===== config.mk =====
export PLATFORM = sky130hd
export DESIGN_NAME = tpq_cell
export DESIGN_NICKNAME = d
export VERILOG_FILES = /design/src/rtl/tpq_pkg.sv /design/src/rtl/tpq_cell.sv
export SDC_FILE = /design/constraint.sdc
export NUM_CORES = 1
export LEC_CHECK = 0
export ABC_AREA = 1
export BUFFER_PORTS_ARGS = -buffer_cell sky130_fd_sc_hd__buf_2
export CAP_MARGIN = 5
export CORE_ASPECT_RATIO = 1.25
export CORE_MARGIN = 1
export CORE_UTILIZATION = 28
export CTS_CLUSTER_DIAMETER = 50
export DETAILED_ROUTE_END_ITERATION = 10
export GPL_TIMING_DRIVEN = 0
export PLACE_DENSITY = 0.53
export SLEW_MARGIN = 20
export SYNTH_ARGS = -nofsm -noshare
export SYNTH_HDL_FRONTEND = slang
export SYNTH_SLANG_ARGS = --single-unit

===== constraint.sdc =====
create_clock -name clock -period 2.9 [get_ports clock]
set_input_delay 0.435 -clock clock [delete_from_list [all_inputs] [get_ports clock]]
set_output_delay 0.435 -clock clock [all_outputs]
set_load 0.005 [all_outputs]

===== src/rtl/tpq_pkg.sv =====
// Shared types, constants and rank compare for the task priority queue.
`default_nettype none

package tpq_pkg;

   // Queue depth, the count width derived from it, and the field widths
   localparam int DEPTH   = 64;
   localparam int COUNT_W = $clog2(DEPTH + 1);
   localparam int ID_W    = 15;
   localparam int PRIO_W  = 8;
   localparam int TIME_W  = 16;

   // Request codes
   localparam logic REQ_INSERT  = 1'b0;
   localparam logic REQ_EXTRACT = 1'b1;

   // Status codes
   localparam logic [1:0] STATUS_OK    = 2'd0;
   localparam logic [1:0] STATUS_FULL  = 2'd1;
   localparam logic [1:0] STATUS_EMPTY = 2'd2;

   typedef struct packed {
      logic [ID_W-1:0]   id;
      logic [PRIO_W-1:0] prio;
      logic [TIME_W-1:0] time_;
   } entry_type;

   typedef struct packed {
      logic insert_en;
      logic extract_en;
   } cell_ctrl_type;

   // True when task n ranks ahead of stored entry e
   function automatic logic ranks_ahead(input entry_type n, input entry_type e);
      logic result;
      if (n.prio != e.prio) begin
         result = n.prio > e.prio;
      end else if (n.time_ != e.time_) begin
         result = n.time_ < e.time_;
      end else begin
         result = n.id < e.id;
      end
      return result;
   endfunction

endpackage

`default_nettype wire


===== src/rtl/tpq_cell.sv =====
// One slot of the sorted queue: holds an entry and shifts with its neighbors.
`default_nettype none

module tpq_cell
   import tpq_pkg::*;
(
   input  wire logic          clock,
   input  wire cell_ctrl_type ctrl,
   input  wire logic          occupied,
   input  wire entry_type     new_entry,
   input  wire entry_type     left_entry,
   input  wire logic          left_ahead,
   input  wire entry_type     right_entry,
   output entry_type          entry,
   output logic               ahead
);

   entry_type entry_ff;
   entry_type entry_in;

   // The new task goes at or before this slot when the slot is free or beaten
   assign ahead = !occupied || ranks_ahead(new_entry, entry_ff);
   assign entry = entry_ff;

   // Select the next content: shift right on insert, shift left on extract
   always_comb begin
      entry_in = entry_ff;
      if (ctrl.insert_en) begin
         if (left_ahead) begin
            entry_in = left_entry;
         end else if (ahead) begin
            entry_in = new_entry;
         end
      end else if (ctrl.extract_en) begin
         entry_in = right_entry;
      end
   end

   always_ff @(posedge clock) begin
      entry_ff <= entry_in;
   end

endmodule

`default_nettype wire


Yosys cells after proc, flatten, opt, wreduce, memory -nomap -nowiden
Cells that the tools add are included.

Flip-flop bits (word level): 39. Latch bits: 0. Memory bits (writable): 0. Bits in read-only memories: 0. Input port bits: 122. Logic and storage cells: 19. Memories kept: 0.

Add/sub/neg operators: 0. $mul: 0. Div/mod/pow operators: 0. $lt $le $gt $ge: 3. Equal/unequal tests: 3. Shifts and indexed selects: 0. Mux-type cells: 6. Bitwise logic cells: 0. Reduce and logical (&&, ||, !) cells: 4.

Operators with widths (number): 39-bit two-way mux (4); 16-bit < comparator (1); 16-bit inequality test (1); 15-bit < comparator (1); 8-bit > comparator (1); 8-bit inequality test (1); 3-bit by 1-bit inequality test with 1-bit output (second input constant) (1); 1-bit two-way mux (2); 2-bit AND reduction (1); 2-bit nonzero test (1); 1-bit logical NOT (1); 1-bit logical OR (1).

Depth between registers and ports, before layout
Word-level depth: 7. Gate-level depth with buffers: 16. Mapped depth without buffers: 16.

Least setup slack after synthesis
Ideal clock, no wire load.

Path type: in2reg. Start point: input new_entry[7] (netlist name). End point: register entry_ff (netlist bit entry[0]), enable pin. Arrival time: 2.148 ns. Required time: 2.506 ns. Slack: 0.358 ns. Stages on the path: 11. Buffers on the path: 0. Cell sequence: ha_1 a21o_2 a21oi_1 nand2_1 nand2_2 nand2_1 nand2_1 nand2_1 nand3_1 nand2_1 inv_1.

Longest elaborated chain between the ends: 6. Elaborated cells on any way between the ends: 7. Those cells by class: order compare (1); eq/ne (2); mux (2); reduce/logical (2).

Ends and longest elaborated chain: start: declaration (line tpq_cell.sv:10) `input wire entry_type new_entry,`; 16-bit < comparator or 16-bit inequality test (tied branches) (line tpq_pkg.sv:39, tpq_pkg.sv:38); 1-bit two-way mux (*) (line tpq_pkg.sv:38) `end else if (n.time_ != e.time_) begin`; 1-bit two-way mux (*) (line tpq_pkg.sv:36) `if (n.prio != e.prio) begin`; 1-bit logical OR (*) (line tpq_cell.sv:22) `assign ahead = !occupied || ranks_ahead(new_entry, entry_ff);`; 3-bit by 1-bit inequality test with 1-bit output (no line) (*); 2-bit AND reduction (no line) (*); end signal: assignment (line tpq_cell.sv:40) `entry_ff <= entry_in;`; end: declaration (line tpq_cell.sv:18) `entry_type entry_ff;`.

Mark *: on every way between the ends. The rest lies on a longest branch, timed or not. A chain may end at the register's enable or synchronous reset.

Worst setup path in the final report
Start point: register entry_ff (netlist bit entry[15]). End point: register entry_ff (netlist bit entry[27]), enable pin.

Longest elaborated chain between the ends: 6. Elaborated cells on any way between the ends: 7. Those cells by class: order compare (1); eq/ne (2); mux (2); reduce/logical (2).

Ends and longest elaborated chain (line): 16-bit < comparator or 16-bit inequality test (tied branches) (tpq_pkg.sv:39, tpq_pkg.sv:38); 1-bit two-way mux (*) (tpq_pkg.sv:38); 1-bit two-way mux (*) (tpq_pkg.sv:36); 1-bit logical OR (*) (tpq_cell.sv:22); 3-bit by 1-bit inequality test with 1-bit output (no line) (*); 2-bit AND reduction (no line) (*).

Marks and branches as above.

==> summary.md <==
| Metric | Value |
|---|---|
| Yosys cell types | 21 |
| Drt drc | 0 |
| Antenna diodes | 0 |
| Required time worst endpoint | 2.88 ns |
| Skew-Pair Late Insertion Delay | 0.28 ns |
| # placed instances | 699 |
| Critical path peak fanout | 27 |
| Initial antenna violation count | 0 |
| Cells after Synth | 405 |
| Syn Area/Cell | 7.56 µm² |
| Post-synth EDFFs | 39 |
| Die height | 119 µm |
| Largest family of logic cells by synthesized area | simple AND/OR/NAND/NOR gates |
| Post-synthesis sequential area ratio | 38.2% |
| Setup tns final | 0 ns |
| Cell Int Power | 0.00123 W |
| Router iterations before antenna repair | 5 |
| Area occupied by multi-input gates | 0.00161 mm² |
| Seq. cell area | 0.00117 mm² |
| Adder-cell area share of the yosys netlist | 15.5% |
| Root Driver | clkbuf_16 |
| Max-cap viol count | 0 |
| Die Footprint | 0.0114 mm² |
| Complex-gate fraction of the synthesized area | 16.5% |
| Part of the power in combinational logic | 28.4% |
| Starting Density | 28.9% |
| Final WL | 9420 µm |
| Crit-path max cell delay | 0.35 ns |
| Chip width | 95.6 µm |
| Data arrival, critical path | 2.42 ns |
| Largest register FFs | 39 |
| Vias in the first global route | 3161 |
| Total Routing Usage GR | 17.2% |
| Vias per cell | 4.54 |
| Min Tclk post-route | 2.44 ns |
| Psw | 0.000528 W |
| Async S/R FF share, synth | 0% |
| Pwr dens | 421 mW/mm² |
| Vias | 3199 |
| Core area | 0.0106 mm² |
| Total clock sinks | 39 |
| # rows | 42 |
| Switching share of total power | 30.0% |
| Grt total ovfl | 0 |
| Top cell by count, worst path | nand2_1 |
| XOR/XNOR Fraction of Synth Area | 0% |
| Crit-path cells | inv_1 > ha_1 > nand2_1 > nor2_2 > nand2_1 > nor2_1 > nand3_1 > nand2_1 > nand2_1 > nand3_1 > nand2_1 > inv_2 > buf_12 |
| Post-Synth Simple-Gate Area | 20.5% |
| I/O Pins | 162 |
| Status | complete, no violations |
| H-tree levels | 2 |
| Share of post-route cells with drive strength above 1 | 31.4% |
| Leakage | 2.21 nW |
| Clock power frac | 30.3% |
| Critical Path Slowest Stage Cell | edfxtp_1 |
| Dpl hpwl | 7430 µm |
| Worst hold path type | in -> reg |
| CTS tree | yes |
| Maximum clock frequency | 410 MHz |
| Clk slew on worst S/H paths | 0.06 ns |
| Fin Hold WS | 0.429 ns |
| Final Hold Viols | 0 |
| Worst Tran Pin Value | 0.567 ns |
| Setup violators final | 0 |
| Number of DRC markers in iteration 0 | 86 |
| Fin Clk Skew | 0.00305 ns |
| First-pass GRT wire length | 14900 µm |
| Hold_buf cts | 0 |
| Seq pwr share | 41.3% |
| Nets | 734 |
| Classification of the worst setup path | reg -> reg |
| ANT nets after route | 0 |
| Final Cycle Share | 84.0% |
| Fin cells | 705 |
| Post-Synthesis Net Count | 565 |
| Prevailing post-synth register cell | edfxtp_1 |
| Longest Clk Path Bufs | 2 |
| Max Slew Vio Count | 0 |
| Final GP Congestion | 0.770 |
| Final WS setup | 0.463 ns |
| Area Growth Syn to Fin | 36.6% |
| Post-synthesis mux area share | 0% |
| Postcts setup bufs | 0 |
| CTS Buf Count | 5 |
| Mapped Area | 0.00306 mm² |
| Largest net degree at the start of global routing | 28 |
| CP endpoint kind | register |
| Quantity of gates resized following cts | 0 |
| R2R Setup Slk | 0.46 ns |
| Peak supply drop | 0.000204 V |
| RSZ-0062 raised after global routing | false |
| Setup crit start kind | register |
| Ys Warns | 0 |
| WL/cell | 13.4 µm |
| Slew HR | 62.2% |
| Pre-CTS setup slack | 0.209 ns |
| Seq cells post-synth | 39 |
| Filler cell count | 1169 |
| Buffers added on ports | 161 |
synthesized netlist by cell type (2+ instances only):
master / count / share of area, %
nand2_1: 93 / 11
o21ai_0: 77 / 13
inv_1: 59 / 7.2
nor2_1: 50 / 6.1
edfxtp_1: 39 / 38
ha_1: 38 / 16
clkbuf_1: 14 / 1.7
a21oi_1: 12 / 2.0
nand2_2: 4 / 0.82
a21o_1: 3 / 0.74
nand3_1: 3 / 0.49
buf_2: 2 / 0.33
nor3_1: 2 / 0.33
o21ai_1: 2 / 0.33
routing by layer:
layer / up-vias / GRT usage (%) / wire [µm]
met3: 12 / 2.87 / 525
li1: 1658 / - / -
met5: - / 0 / 0
met2: 113 / 30.9 / 4720
met1: 1416 / 20.6 / 4010
met4: 0 / 5.22 / 157
kinds of logic (layout without fill, tap and decap cells):
kind of cell,after synthesis,after routing
fa+ha+maj,38,38
buf+inv,75,243
flops,39,39
compound gates,96,96
simple gates,157,157
placed cells by master, fill, tap and decap left out, types with 2 or more instances in the layout:
master and instances:
buf_2 163, nand2_1 93, o21ai_0 77, inv_1 58, nor2_1 50, edfxtp_1 39
ha_1 38, clkbuf_1 15, a21oi_1 12, clkbuf_16 5, nand2_2 4, a21o_1 3
nand3_1 3, o21ai_1 2, nor3_1 2
path summary, 6_finish.rpt:
kind / startpoint / to / depth (start not counted)
min: right_entry[19] / entry[19]$_DFFE_PP_ / 3
min reg2reg: entry[23]$_DFFE_PP_ / entry[26]$_DFFE_PP_ / 8
max: entry[15]$_DFFE_PP_ / entry[27]$_DFFE_PP_ / 13
max reg2reg: entry[15]$_DFFE_PP_ / entry[27]$_DFFE_PP_ / 13
worst max-delay path: cells and delay by family, from the launching register on:
kind	cells	cell delay [ns]
simple gates	9	0.92
fa+ha+maj	1	0.28
flops	1	0.35
buf+inv	3	0.58
power groups by stage:
stage	sequential [W]	combinational [W]	clock, W
2_1_floorplan	0.000745	0.000263	0
3_3_place_gp	0.000741	0.000494	0
3_5_place_dp	0.000740	0.000506	0
4_1_cts	0.000728	0.000510	0.000559
5_1_grt	0.000736	0.000582	0.000572
6_report	0.000727	0.000499	0.000534
area by class of cell:
cell class / instances / share of cell area, %
Timing Repair Buffer: 162 / 19.7
Multi-Input combinational cell: 291 / 38.4
Buffer: 16 / 1.50
Tap cell: 132 / 3.95
Clock buffer: 6 / 3.08
Sequential cell: 39 / 28.0
Inverter: 59 / 5.29
metrics by stage:
step                power [W]  area (µm²)  util [%]
floorplan             0.00101        3060         -
global placement      0.00123        4030      38.0
detailed placement    0.00125        4050      38.2
CTS                   0.00180        4180      39.4
global route          0.00189        4180      39.4
finish                0.00176        4180      39.4
Power figures use the tool's default switching activity.
